--- src/rtl/rank_sort_engine_top_assert.svh ---
// assertion macros shared by the rank sort engine modules
// expects clk and rst_n in the scope of each use
`ifndef RANK_SORT_ENGINE_TOP_ASSERT_SVH
`define RANK_SORT_ENGINE_TOP_ASSERT_SVH

// condition must hold at every clock edge out of reset
`define RSE_ASSERT_ALWAYS(label, cond) \
    label: assert property (@(posedge clk) disable iff (!rst_n) (cond)) \
        else $error("rank sort engine: invariant violated");

// consequence must hold in the cycle after the trigger
`define RSE_ASSERT_NEXT(label, trig, cons) \
    label: assert property (@(posedge clk) disable iff (!rst_n) (trig) |=> (cons)) \
        else $error("rank sort engine: sequence violated");

`endif

--- src/rtl/rse_pkg.sv ---
// shared types and defaults for the rank sort engine
// no dependencies
`timescale 1ns / 1ps

package rse_pkg;

    // default store depth
    localparam int MAX_ITEMS_DEF = 16;

    // value width, signed q16.16
    localparam int VALUE_W = 32;

    // sequencer states
    typedef enum logic [2:0] {
        ST_LOAD,
        ST_RANK,
        ST_FLUSH,
        ST_EMIT_RD,
        ST_EMIT_WAIT
    } rse_state_t;

    // one compare issued to the rank unit
    typedef struct packed {
        logic issue;
        logic first;
        logic last;
    } rank_ctl_t;

    // one read of the sorted store toward the output register
    typedef struct packed {
        logic rd;
        logic last;
    } emit_ctl_t;

endpackage

--- src/rtl/rse_rank_unit.sv ---
// shared comparator and rank accumulator of the rank sort engine
// depends on rse_pkg
`timescale 1ns / 1ps

module rse_rank_unit #(
    parameter int MAX_ITEMS = rse_pkg::MAX_ITEMS_DEF,
    localparam int IDX_W = $clog2(MAX_ITEMS)
) (
    input  logic                        clk,
    input  logic                        rst_n,
    input  rse_pkg::rank_ctl_t          ctl,
    input  logic [IDX_W-1:0]            idx_i,
    input  logic [IDX_W-1:0]            idx_j,
    input  logic [rse_pkg::VALUE_W-1:0] value_i,
    input  logic [rse_pkg::VALUE_W-1:0] value_j,
    output logic                        wr_en,
    output logic [IDX_W-1:0]            wr_addr,
    output logic [rse_pkg::VALUE_W-1:0] wr_data
);

    rse_pkg::rank_ctl_t ctl_d_reg;
    logic [IDX_W-1:0]   idx_i_d_reg;
    logic [IDX_W-1:0]   idx_j_d_reg;
    logic [IDX_W-1:0]   acc_reg;
    logic [IDX_W-1:0]   acc_next;
    logic               less;

    // align control with the registered store reads
    always_ff @(posedge clk or negedge rst_n)
    begin
        if (!rst_n)
        begin
            ctl_d_reg <= '0;
        end
        else
        begin
            ctl_d_reg <= ctl;
        end
    end

    always_ff @(posedge clk)
    begin
        idx_i_d_reg <= idx_i;
        idx_j_d_reg <= idx_j;
    end

    // value j ranks below value i; ties go by load order
    always_comb
    begin
        less = ($signed(value_j) < $signed(value_i)) ||
               ((value_j == value_i) && (idx_j_d_reg < idx_i_d_reg));
        if (ctl_d_reg.first)
        begin
            acc_next = IDX_W'(less);
        end
        else
        begin
            acc_next = acc_reg + IDX_W'(less);
        end
    end

    // running count of smaller values
    always_ff @(posedge clk)
    begin
        if (ctl_d_reg.issue)
        begin
            acc_reg <= acc_next;
        end
    end

    // place value i at its rank after its last compare
    assign wr_en   = ctl_d_reg.issue && ctl_d_reg.last;
    assign wr_addr = acc_next;
    assign wr_data = value_i;

endmodule

--- src/rtl/rse_ctrl.sv ---
// sequencer of the rank sort engine: load, rank sweep, emit
// depends on rse_pkg and rank_sort_engine_top_assert.svh
`timescale 1ns / 1ps

`include "rank_sort_engine_top_assert.svh"

module rse_ctrl #(
    parameter int MAX_ITEMS = rse_pkg::MAX_ITEMS_DEF,
    localparam int IDX_W = $clog2(MAX_ITEMS),
    localparam int CNT_W = $clog2(MAX_ITEMS + 1)
) (
    input  logic               clk,
    input  logic               rst_n,
    input  logic               in_valid,
    input  logic               is_final,
    output logic               in_ready,
    input  logic               out_ready,
    output logic               out_valid,
    output logic               load_we,
    output logic [IDX_W-1:0]   load_addr,
    output rse_pkg::rank_ctl_t rank_ctl,
    output logic [IDX_W-1:0]   rank_i,
    output logic [IDX_W-1:0]   rank_j,
    output rse_pkg::emit_ctl_t emit_ctl,
    output logic [IDX_W-1:0]   emit_addr
);

    rse_pkg::rse_state_t state_reg;
    rse_pkg::rse_state_t state_next;
    logic [CNT_W-1:0]    count_reg;
    logic [CNT_W-1:0]    count_next;
    logic [IDX_W-1:0]    i_reg;
    logic [IDX_W-1:0]    i_next;
    logic [IDX_W-1:0]    j_reg;
    logic [IDX_W-1:0]    j_next;
    logic [IDX_W-1:0]    k_reg;
    logic [IDX_W-1:0]    k_next;
    logic [CNT_W-1:0]    count_less;
    logic [IDX_W-1:0]    last_idx;
    logic                in_xfer;
    logic                out_xfer;
    logic                has_room;
    logic                j_last;
    logic                i_last;
    logic                k_last;

    // shared decodes
    always_comb
    begin
        count_less = count_reg - CNT_W'(1);
        last_idx   = count_less[IDX_W-1:0];
        has_room   = count_reg < CNT_W'(MAX_ITEMS);
        j_last     = j_reg == last_idx;
        i_last     = i_reg == last_idx;
        k_last     = k_reg == last_idx;
        in_xfer    = in_valid && (state_reg == rse_pkg::ST_LOAD);
        out_xfer   = out_ready && (state_reg == rse_pkg::ST_EMIT_WAIT);
    end

    // next state
    always_comb
    begin
        state_next = state_reg;
        case (state_reg)
            rse_pkg::ST_LOAD:
            begin
                if (in_xfer && is_final)
                begin
                    state_next = rse_pkg::ST_RANK;
                end
            end
            rse_pkg::ST_RANK:
            begin
                if (j_last && i_last)
                begin
                    state_next = rse_pkg::ST_FLUSH;
                end
            end
            rse_pkg::ST_FLUSH:
            begin
                state_next = rse_pkg::ST_EMIT_RD;
            end
            rse_pkg::ST_EMIT_RD:
            begin
                state_next = rse_pkg::ST_EMIT_WAIT;
            end
            rse_pkg::ST_EMIT_WAIT:
            begin
                if (out_xfer)
                begin
                    state_next = k_last ? rse_pkg::ST_LOAD : rse_pkg::ST_EMIT_RD;
                end
            end
            default:
            begin
                state_next = rse_pkg::ST_LOAD;
            end
        endcase
    end

    // counter updates
    always_comb
    begin
        count_next = count_reg;
        i_next     = i_reg;
        j_next     = j_reg;
        k_next     = k_reg;
        case (state_reg)
            rse_pkg::ST_LOAD:
            begin
                if (in_xfer && has_room)
                begin
                    count_next = count_reg + CNT_W'(1);
                end
                i_next = '0;
                j_next = '0;
            end
            rse_pkg::ST_RANK:
            begin
                j_next = j_last ? '0 : j_reg + IDX_W'(1);
                if (j_last)
                begin
                    i_next = i_reg + IDX_W'(1);
                end
                k_next = '0;
            end
            rse_pkg::ST_EMIT_WAIT:
            begin
                if (out_xfer)
                begin
                    k_next = k_reg + IDX_W'(1);
                    if (k_last)
                    begin
                        count_next = '0;
                    end
                end
            end
            default:
            begin
                count_next = count_reg;
            end
        endcase
    end

    // state and counters
    always_ff @(posedge clk or negedge rst_n)
    begin
        if (!rst_n)
        begin
            state_reg <= rse_pkg::ST_LOAD;
            count_reg <= '0;
            i_reg     <= '0;
            j_reg     <= '0;
            k_reg     <= '0;
        end
        else
        begin
            state_reg <= state_next;
            count_reg <= count_next;
            i_reg     <= i_next;
            j_reg     <= j_next;
            k_reg     <= k_next;
        end
    end

    // outputs
    always_comb
    begin
        in_ready       = state_reg == rse_pkg::ST_LOAD;
        out_valid      = state_reg == rse_pkg::ST_EMIT_WAIT;
        load_we        = in_xfer && has_room;
        load_addr      = count_reg[IDX_W-1:0];
        rank_ctl.issue = state_reg == rse_pkg::ST_RANK;
        rank_ctl.first = j_reg == '0;
        rank_ctl.last  = j_last;
        rank_i         = i_reg;
        rank_j         = j_reg;
        emit_ctl.rd    = state_reg == rse_pkg::ST_EMIT_RD;
        emit_ctl.last  = k_last;
        emit_addr      = k_reg;
    end

    // the store count never exceeds the depth
    `RSE_ASSERT_ALWAYS(a_count_bound, count_reg <= CNT_W'(MAX_ITEMS))
    // a rank sweep only runs on a non-empty set
    `RSE_ASSERT_ALWAYS(a_rank_nonempty, (state_reg != rse_pkg::ST_RANK) || (count_reg != '0))
    // the last result returns the block to loading with an empty store
    `RSE_ASSERT_NEXT(a_run_done, out_xfer && k_last, in_ready && (count_reg == '0))

endmodule

--- src/rtl/rank_sort_engine_top.sv ---
// top level of the rank sort engine: load and sorted stores, sequencer, rank unit
// depends on rse_pkg, rse_ctrl, rse_rank_unit and rank_sort_engine_top_assert.svh
`timescale 1ns / 1ps
//
// usage
//   input channel (in_valid/in_ready) carries sample_value and is_final; each
//   transfer loads one signed q16.16 value, up to MAX_ITEMS, further loads are
//   dropped. a transfer with is_final set starts the sort of the held set.
//   output channel (out_valid/out_ready) returns the set in ascending order,
//   equal values in load order, with end_of_run set on the last result.
//   after the final transfer one shared comparator compares one pair per
//   cycle over every ordered pair of the n held values, fed by a two-port
//   read of the load store. each result is then read from the sorted store
//   into the output register and presented until it is taken. in_ready is
//   low from the final transfer until the last result is taken; a stalled
//   receiver holds the output register and the sequencer. reset empties the
//   load store and returns to loading; store contents need no clearing.
//

`include "rank_sort_engine_top_assert.svh"

module rank_sort_engine_top #(
    parameter int MAX_ITEMS = rse_pkg::MAX_ITEMS_DEF
) (
    input  logic                               clk,
    input  logic                               rst_n,
    input  logic                               in_valid,
    output logic                               in_ready,
    input  logic signed [rse_pkg::VALUE_W-1:0] sample_value,
    input  logic                               is_final,
    output logic                               out_valid,
    input  logic                               out_ready,
    output logic signed [rse_pkg::VALUE_W-1:0] sorted_value,
    output logic                               end_of_run
);

    localparam int IDX_W = $clog2(MAX_ITEMS);

    logic [rse_pkg::VALUE_W-1:0] load_mem [MAX_ITEMS];
    logic [rse_pkg::VALUE_W-1:0] sorted_mem [MAX_ITEMS];
    logic [rse_pkg::VALUE_W-1:0] rd_i_reg;
    logic [rse_pkg::VALUE_W-1:0] rd_j_reg;
    logic [rse_pkg::VALUE_W-1:0] out_value_reg;
    logic                        out_last_reg;
    logic                        load_we;
    logic [IDX_W-1:0]            load_addr;
    rse_pkg::rank_ctl_t          rank_ctl;
    logic [IDX_W-1:0]            rank_i;
    logic [IDX_W-1:0]            rank_j;
    rse_pkg::emit_ctl_t          emit_ctl;
    logic [IDX_W-1:0]            emit_addr;
    logic                        sort_we;
    logic [IDX_W-1:0]            sort_addr;
    logic [rse_pkg::VALUE_W-1:0] sort_data;

    // sequencer
    rse_ctrl #(
        .MAX_ITEMS (MAX_ITEMS)
    ) u_ctrl (
        .clk       (clk),
        .rst_n     (rst_n),
        .in_valid  (in_valid),
        .is_final  (is_final),
        .in_ready  (in_ready),
        .out_ready (out_ready),
        .out_valid (out_valid),
        .load_we   (load_we),
        .load_addr (load_addr),
        .rank_ctl  (rank_ctl),
        .rank_i    (rank_i),
        .rank_j    (rank_j),
        .emit_ctl  (emit_ctl),
        .emit_addr (emit_addr)
    );

    // load store: one write port, two registered read ports
    always_ff @(posedge clk)
    begin
        if (load_we)
        begin
            load_mem[load_addr] <= sample_value;
        end
        rd_i_reg <= load_mem[rank_i];
        rd_j_reg <= load_mem[rank_j];
    end

    // shared comparator and rank count
    rse_rank_unit #(
        .MAX_ITEMS (MAX_ITEMS)
    ) u_rank (
        .clk     (clk),
        .rst_n   (rst_n),
        .ctl     (rank_ctl),
        .idx_i   (rank_i),
        .idx_j   (rank_j),
        .value_i (rd_i_reg),
        .value_j (rd_j_reg),
        .wr_en   (sort_we),
        .wr_addr (sort_addr),
        .wr_data (sort_data)
    );

    // sorted store; its read register is the output register
    always_ff @(posedge clk)
    begin
        if (sort_we)
        begin
            sorted_mem[sort_addr] <= sort_data;
        end
        if (emit_ctl.rd)
        begin
            out_value_reg <= sorted_mem[emit_addr];
            out_last_reg  <= emit_ctl.last;
        end
    end

    assign sorted_value = $signed(out_value_reg);
    assign end_of_run   = out_last_reg;

    // loading and emitting never overlap
    `RSE_ASSERT_ALWAYS(a_one_side, !(in_ready && out_valid))
    // a final transfer closes the input side and starts the sweep
    `RSE_ASSERT_NEXT(a_final_starts, in_valid && in_ready && is_final, !in_ready && !out_valid)
    // no sorted store write while results are being emitted
    `RSE_ASSERT_ALWAYS(a_no_late_write, !(sort_we && (out_valid || emit_ctl.rd)))

endmodule

--- config.mk ---
export PLATFORM = sky130hd
export DESIGN_NAME = rank_sort_engine_top
export DESIGN_NICKNAME = d
export VERILOG_FILES = /design/src/rtl/rse_pkg.sv /design/src/rtl/rse_rank_unit.sv /design/src/rtl/rse_ctrl.sv /design/src/rtl/rank_sort_engine_top.sv
export VERILOG_INCLUDE_DIRS = /design/src /design/src/rtl
export SDC_FILE = /design/constraint.sdc
export NUM_CORES = 1
export LEC_CHECK = 0
export BUFFER_PORTS_ARGS = -buffer_cell sky130_fd_sc_hd__buf_4
export CAP_MARGIN = 20
export CORE_UTILIZATION = 50
export DETAILED_ROUTE_END_ITERATION = 8
export GPL_TIMING_DRIVEN = 1
export PLACE_DENSITY_LB_ADDON = 0.1
export RECOVER_POWER = 100
export SETUP_SLACK_MARGIN = 0.3
export SLEW_MARGIN = 20
export SYNTH_ARGS = -nofsm -noshare
export SYNTH_HDL_FRONTEND = slang
export SYNTH_SLANG_ARGS = --single-unit
export TNS_END_PERCENT = 30
--- constraint.sdc ---
create_clock -name clk -period 6.37 [get_ports clk]
set_input_delay 0.9555 -clock clk [delete_from_list [all_inputs] [get_ports clk]]
set_output_delay 0.9555 -clock clk [all_outputs]
set_load 0.1 [all_outputs]
# After elaboration in Yosys (flattened, before gate mapping)
# Memories as Yosys holds them, arrays and structs flattened. A register that Yosys moved wholly into a read port is not among the register bits.
# Cells that the tools add are included.
dict set report classes {
  mux 20
  n_reduce_logical 17
  magnitude_cmp 3
  n_eq_ne 14
  n_addsub 6
}
# op n
set op_table {}
lappend op_table {{32-bit == test} 1}
lappend op_table {{32-bit less-than comparator} 1}
lappend op_table {{4-bit case mux with 2 select lines} 3}
lappend op_table {{4-bit 2-to-1 mux} 4}
lappend op_table {{5-bit 2-to-1 mux} 3}
lappend op_table {{3-bit case mux with 5 select lines} 1}
lappend op_table {{4-bit by 1-bit adder with 4-bit output (second input constant)} 3}
lappend op_table {{4-bit == test} 3}
lappend op_table {{5-bit case mux with 2 select lines} 1}
lappend op_table {{3-bit 2-to-1 mux} 3}
lappend op_table {{2-bit by 1-bit inequality test with 1-bit output (second input constant)} 4}
lappend op_table {{1-bit logical AND} 7}
lappend op_table {{3-bit by 2-bit == test with 1-bit output (second input constant)} 2}
lappend op_table {{2-bit nonzero test} 3}
lappend op_table {{5-bit by 1-bit adder with 5-bit output (second input constant)} 1}
lappend op_table {{5-bit less-than comparator (second input constant)} 1}
lappend op_table {{4-bit by 1-bit adder with 4-bit output} 1}
lappend op_table {{4-bit logical NOT} 1}
lappend op_table {{4-bit less-than comparator} 1}
lappend op_table {{1-bit 2-to-1 mux} 4}
lappend op_table {{2-bit inequality test (second input constant)} 2}
lappend op_table {{2-bit AND reduction} 2}
lappend op_table {{4-bit AND reduction} 1}
lappend op_table {{4-bit by 1-bit subtractor with 4-bit output (second input constant)} 1}
lappend op_table {{6 further kinds} 6}
dict set report word_totals {
  mem_count 2
  in_bits 37
  mem_bits_rw 1024
  out_inout_bits 35
  register_bits 36
}
# memory depth word_bits read_ports rd_ports_with_merged_regs write_ports line
set memory_table {}
lappend memory_table {load_mem 16 32 2 2 1 rank_sort_engine_top.sv:39} ;# logic [rse_pkg::VALUE_W-1:0] load_mem [MAX_ITEMS];
lappend memory_table {sorted_mem 16 32 1 1 1 rank_sort_engine_top.sv:40} ;# logic [rse_pkg::VALUE_W-1:0] sorted_mem [MAX_ITEMS];

# Depth between registers and ports, before layout
dict set report depth {
  depth_word 5
  depth_mapped 16
  mapped_depth_nobuf 16
}

# Hierarchy
# A second synthesis with hierarchy kept.
dict set report unflattened {
  hier_cells 2320
  hier_area_um2 47459.3
}
# mod area_each_um2 instances cells_per_inst
set by_module_without_submodules {}
lappend by_module_without_submodules {rank_sort_engine_top 44391.3 1 1980}
lappend by_module_without_submodules {rse_rank_unit 1620.3 1 187}
lappend by_module_without_submodules {rse_ctrl 1447.6 1 153}

# Least setup slack after synthesis
# Ideal clock, no wire load.
dict set report synth_path {
  kind {register to register}
  start {register rd_i_reg[15] in the netlist's numbering, read port of load_mem}
  end {memory sorted_mem[4][0] in the netlist's numbering (enable)}
  t_arrival_ps 5243
  path_slack_ps 666
  path_buffers 0
  stages_incl_launch_ff 15
  required_ps 5909
  setup_time_ps 461
  cell_sequence {dfxtp_1 > inv_1 > ha_1 > nand4_2 > nor2_1 > o2bb2ai_1 > o41ai_1 > nand2b_1 > xnor2_1 > nand2_1 > ha_1 > ha_1 > xnor2_1 > or4_1 > nor3_1}
}
dict set report synth_via {
  elab_chain_len 5
  word_cells_on_any_way 6
  classes_between {add/sub (1); order compare (1); eq/ne (1); mux (1); reduce/logical (2)}
}
# item line
set synth_lines {}
lappend synth_lines {{from (decl)} rank_sort_engine_top.sv:41} ;# logic [rse_pkg::VALUE_W-1:0] rd_i_reg;
lappend synth_lines {{branches (longest 2 deep; another with 32-bit less-than comparator)} n/a}
lappend synth_lines {{1-bit logical OR (*)} rse_rank_unit.sv:50} ;# less = ($signed(value_j) < $signed(value_i)) ||
lappend synth_lines {{4-bit by 1-bit adder with 4-bit output} rse_rank_unit.sv:58} ;# acc_next = acc_reg + IDX_W'(less);
lappend synth_lines {{4-bit 2-to-1 mux (*)} rse_rank_unit.sv:52} ;# if (ctl_d_reg.first)
lappend synth_lines {{to (decl)} rank_sort_engine_top.sv:40}
# Mark *: on every way between the ends.

# Final worst setup path
dict set report layout_path {
  start {register rd_i_reg[5] in the netlist's numbering, read port of load_mem}
  end {memory sorted_mem[11][7] in the netlist's numbering (enable)}
}
dict set report layout_via {
  elab_chain_len 5
  word_cells_on_any_way 6
  classes_between {add/sub (1); order compare (1); eq/ne (1); mux (1); reduce/logical (2)}
}
# item line
set layout_lines {}
lappend layout_lines {{branches (longest 2 deep; another with 32-bit less-than comparator)} n/a}
lappend layout_lines {{1-bit logical OR (*)} rse_rank_unit.sv:50}
lappend layout_lines {{4-bit by 1-bit adder with 4-bit output (*)} rse_rank_unit.sv:58}
lappend layout_lines {{4-bit 2-to-1 mux (*)} rse_rank_unit.sv:52}
lappend layout_lines {{via sort_addr[1]} rank_sort_engine_top.sv:53} ;# logic [IDX_W-1:0] sort_addr;
# Mark *: on every way through the listed nets, which the timed path passes.

==> flow_summary.toml <==
[status]
status = "finished, violations left"
violations = "capacitance limit, slew limit"

[synthesis]
syn_area_um2 = 48000
synth.most_common_cell = "edfxtp_1"
ys_seq_elements = 1156
syn_inst = 2565
avgSynthCellArea_um2 = 18.7
synth_ff_type = "edfxtp_1"
synth_compound_area_frac = 0.0468
synth_common_cells = "edfxtp_1 (1061), mux4_2 (288), mux2i_1 (214), nand2_1 (144), o21ai_0 (120)"
synth_xor_area_frac = 0.00412
muxShareOfSynthArea = 0.190
yosysSeqAreaShare = 0.706
synthArstFlopShare = 0.0199
synth-edff-count = 1061
yosys_warnings = 0
synth_top_area_frac = 0.664
synthTopCellsByArea = "edfxtp_1 (66%), mux4_2 (14%), mux2i_1 (4.5%)"
synth_top_area_cell = "edfxtp_1"
syn-num-nets = 2647
ys_types = 56
synthSimpleGateAreaFrac = 0.0242
synth-adder-area-share = 0.0117
synth_top_family_by_area = "multiplexers"

[power_and_ir_drop]
cell_internal_pwr_w = 0.0152
power_w = 0.0215
p_leak_nw = 16.7
p_seq_frac = 0.466
power.net_switching_w = 0.00632
swShare = 0.294
vdd_drop_max_uv = 318
clockPowerShare = 0.314
p_comb_frac = 0.220
power_density_nw_per_um2 = 402

[clock_network]
post_cts_buffers = 0
clk_path_buf_depth = 3
path_clk_slew_ns = 0.06
clkLatencyLatePin_ns = 0.70
cts_hold_buf = 0
cts_root_buf = "clkbuf_16"
cts_sinks = 1156
post_cts_resized = 0
cts_tree = "done"
htreeDepth = 3
numCtsBuffers = 119

[routing]
drtIter0Drc = 2358
vias_per_cell = 6.19
wirelength_um = 120000
firstDrtPassIters = 5
routedWlPerCell_um = 29.6
final_antenna_net_count = 0
drc = 0
via_count = 25100

[critical_path]
worstPathRequired_ns = 6.68
r2r_end = "sorted_mem[11][7]$_DFFE_PP_"
worstSetupStartpointType = "flip-flop"
cp-startpoint = "rd_i_reg[5]$_DFF_P_"
crit_chain = "clkbuf_1 -> inv_1 -> ha_1 -> a21oi_1 -> o21ai_0 -> o2bb2ai_1 -> o41ai_1 -> nand2b_1 -> xnor2_1 -> nand2_1 -> ha_1 -> ha_1 -> nand2_1 -> inv_2 -> nand2_1 -> nor2_4 -> clkbuf_2"
worstPathMaxFanout = 25
crit_end = "sorted_mem[11][7]$_DFFE_PP_"
end_kind = "flip-flop"
cpPeakStageDelay_ns = 0.86
r2r-start = "rd_i_reg[5]$_DFF_P_"
r2r_slack_ns = 0.63
r2r_cells = 17
criticalPathCategory = "reg2reg"
cp_slowest_cell = "o41ai_1"
crit_cells = 17
critPathBufInv = 4
critPathArrivalTime_ns = 6.05
cp_top_family = "buffers and inverters"

[floorplanning]
core_area_um2 = 95000
start_util = 0.505
fp.dieH_um = 312
die_x_um = 312
rows = 113
io_pins = 72
dieArea_um2 = 97200

[placed_design]
port_buffers = 71
finalWeightedCongestion = 0.790
dp_hpwl_um = 68500

[hold_path]
worstHoldStart = "out_ready"
hold_path.class = "in2reg"

[global_route]
grt_pass1_wl_um = 174000
first_global_vias = 25700
grt_overflow = 0
antenna_found_initial = 24
grt_use_total = 0.249
grt_max_degree = 101

[timing]
tns_ns = 0
rsz0062_at_grt = "false"
post-route-period-util = 0.902
hold_viol = 0
slew_headroom = -1.90
worst_pin_slew_ns = 4.35
slew_viol_final = 834
fin_crit_ns = 5.74
fmax_mhz = 174
finalClockSkew_ns = 0.0260
setup_viol = 0
hold-worst-slack_ns = 0.482

[cells_and_area]
post_route_cells_drive_above_1_share = 0.208
largestRegisters = "load_mem x512, sorted_mem x512"
synthToLayoutAreaGrowth_pct = 11.7
nNetsFinal = 2766

[job]
cap_violations = 29
[power groups by stage]
stage	clock, W	combinational [W]	sequential [W]
2_1_floorplan	0	0.00326	0.0101
3_3_place_gp	0	0.00478	0.0101
3_5_place_dp	0	0.00484	0.0102
4_1_cts	0.00688	0.00485	0.0100
5_1_grt	0.00716	0.00507	0.0101
6_report	0.00676	0.00473	0.0100
[final cells by class]
class	instances	area, um2
diodes	6	15.0
flip-flops and latches	1156	33900
well taps	1265	1580
fillers	7282	41400
repair buffers	151	791
inverters	45	169
multi-input cells	1211	13400
clock buffers	153	3180
clock inverters	67	609
[cell families after synthesis]
| kind of cell | Yosys count |
|---|---|
| compound gates | 354 |
| xor+xnor | 21 |
| fa+ha+maj | 45 |
| buf+inv | 198 |
| flops | 1156 |
| mux | 545 |
| simple gates | 246 |
[layout by cell type, fill, tap and decap left out, types with 6 or more instances in the layout]
| master | instances |
|---|---|
| o21ai_0 | 124 |
| xnor2_1 | 15 |
| a221oi_1 | 65 |
| buf_4 | 23 |
| a21oi_1 | 79 |
| clkbuf_16 | 120 |
| nand2_1 | 144 |
| nand3_1 | 9 |
| mux2i_1 | 214 |
| mux4_2 | 288 |
| clkbuf_2 | 19 |
| a22oi_1 | 65 |
| clkinv_1 | 27 |
| nor3_1 | 16 |
| nor2_4 | 11 |
| bufinv_16 | 11 |
| buf_12 | 7 |
| diode_2 | 6 |
| dfxtp_1 | 72 |
| nor2_1 | 28 |
| inv_1 | 44 |
| dfrtp_1 | 16 |
| edfxtp_1 | 1061 |
| ha_1 | 45 |
| clkbuf_1 | 130 |
| mux2_2 | 42 |
| clkinv_2 | 19 |
[worst min-delay path by stage]
stage / slack [ns] / cells after the start / endpoint
6_report: 0.48 / 2 / u_ctrl.state_reg[2]$_DFFE_PN0P_
3_3_place_gp: 0.54 / 2 / u_ctrl.count_reg[4]$_DFFE_PN0P_
3_5_place_dp: 0.55 / 2 / u_ctrl.count_reg[4]$_DFFE_PN0P_
4_1_cts: 0.12 / 1 / u_ctrl.count_reg[2]$_DFFE_PN0P_
2_1_floorplan: 0.34 / 0 / u_rank.idx_j_d_reg[2]$_DFF_P_
5_1_grt: 0.45 / 2 / u_ctrl.state_reg[2]$_DFFE_PN0P_
[worst register-to-register path, stage by stage (launching register included)]
cell	delay (ns)
dfxtp_1	0.30
clkbuf_1	0.53
inv_1	0.10
ha_1	0.34
a21oi_1	0.18
o21ai_0	0.11
o2bb2ai_1	0.18
o41ai_1	0.86
nand2b_1	0.16
xnor2_1	0.17
nand2_1	0.07
ha_1	0.22
ha_1	0.28
nand2_1	0.14
inv_2	0.21
nand2_1	0.28
nor2_4	0.36
clkbuf_2	0.83
[stage by stage]
step                 util  area [um2]  std cells  worst slack, ns
floorplan               -       48000       2565            0.666
global placement    0.530       50400       3828             1.03
detailed placement  0.530       50400       3828            0.832
CTS                 0.570       54200       4048            0.798
global route        0.564       53600       4051            0.299
finish              0.564       53600       4054            0.626
[routing by layer]
layer,global-route usage,wire length (um),up-vias
met3,0.0481,8090,220
met2,0.417,60000,903
met4,0.0735,3400,12
met1,0.331,48300,13200
met5,0,81,-
li1,-,-,10800
Note: power is estimated with default switching activity, not from simulation.
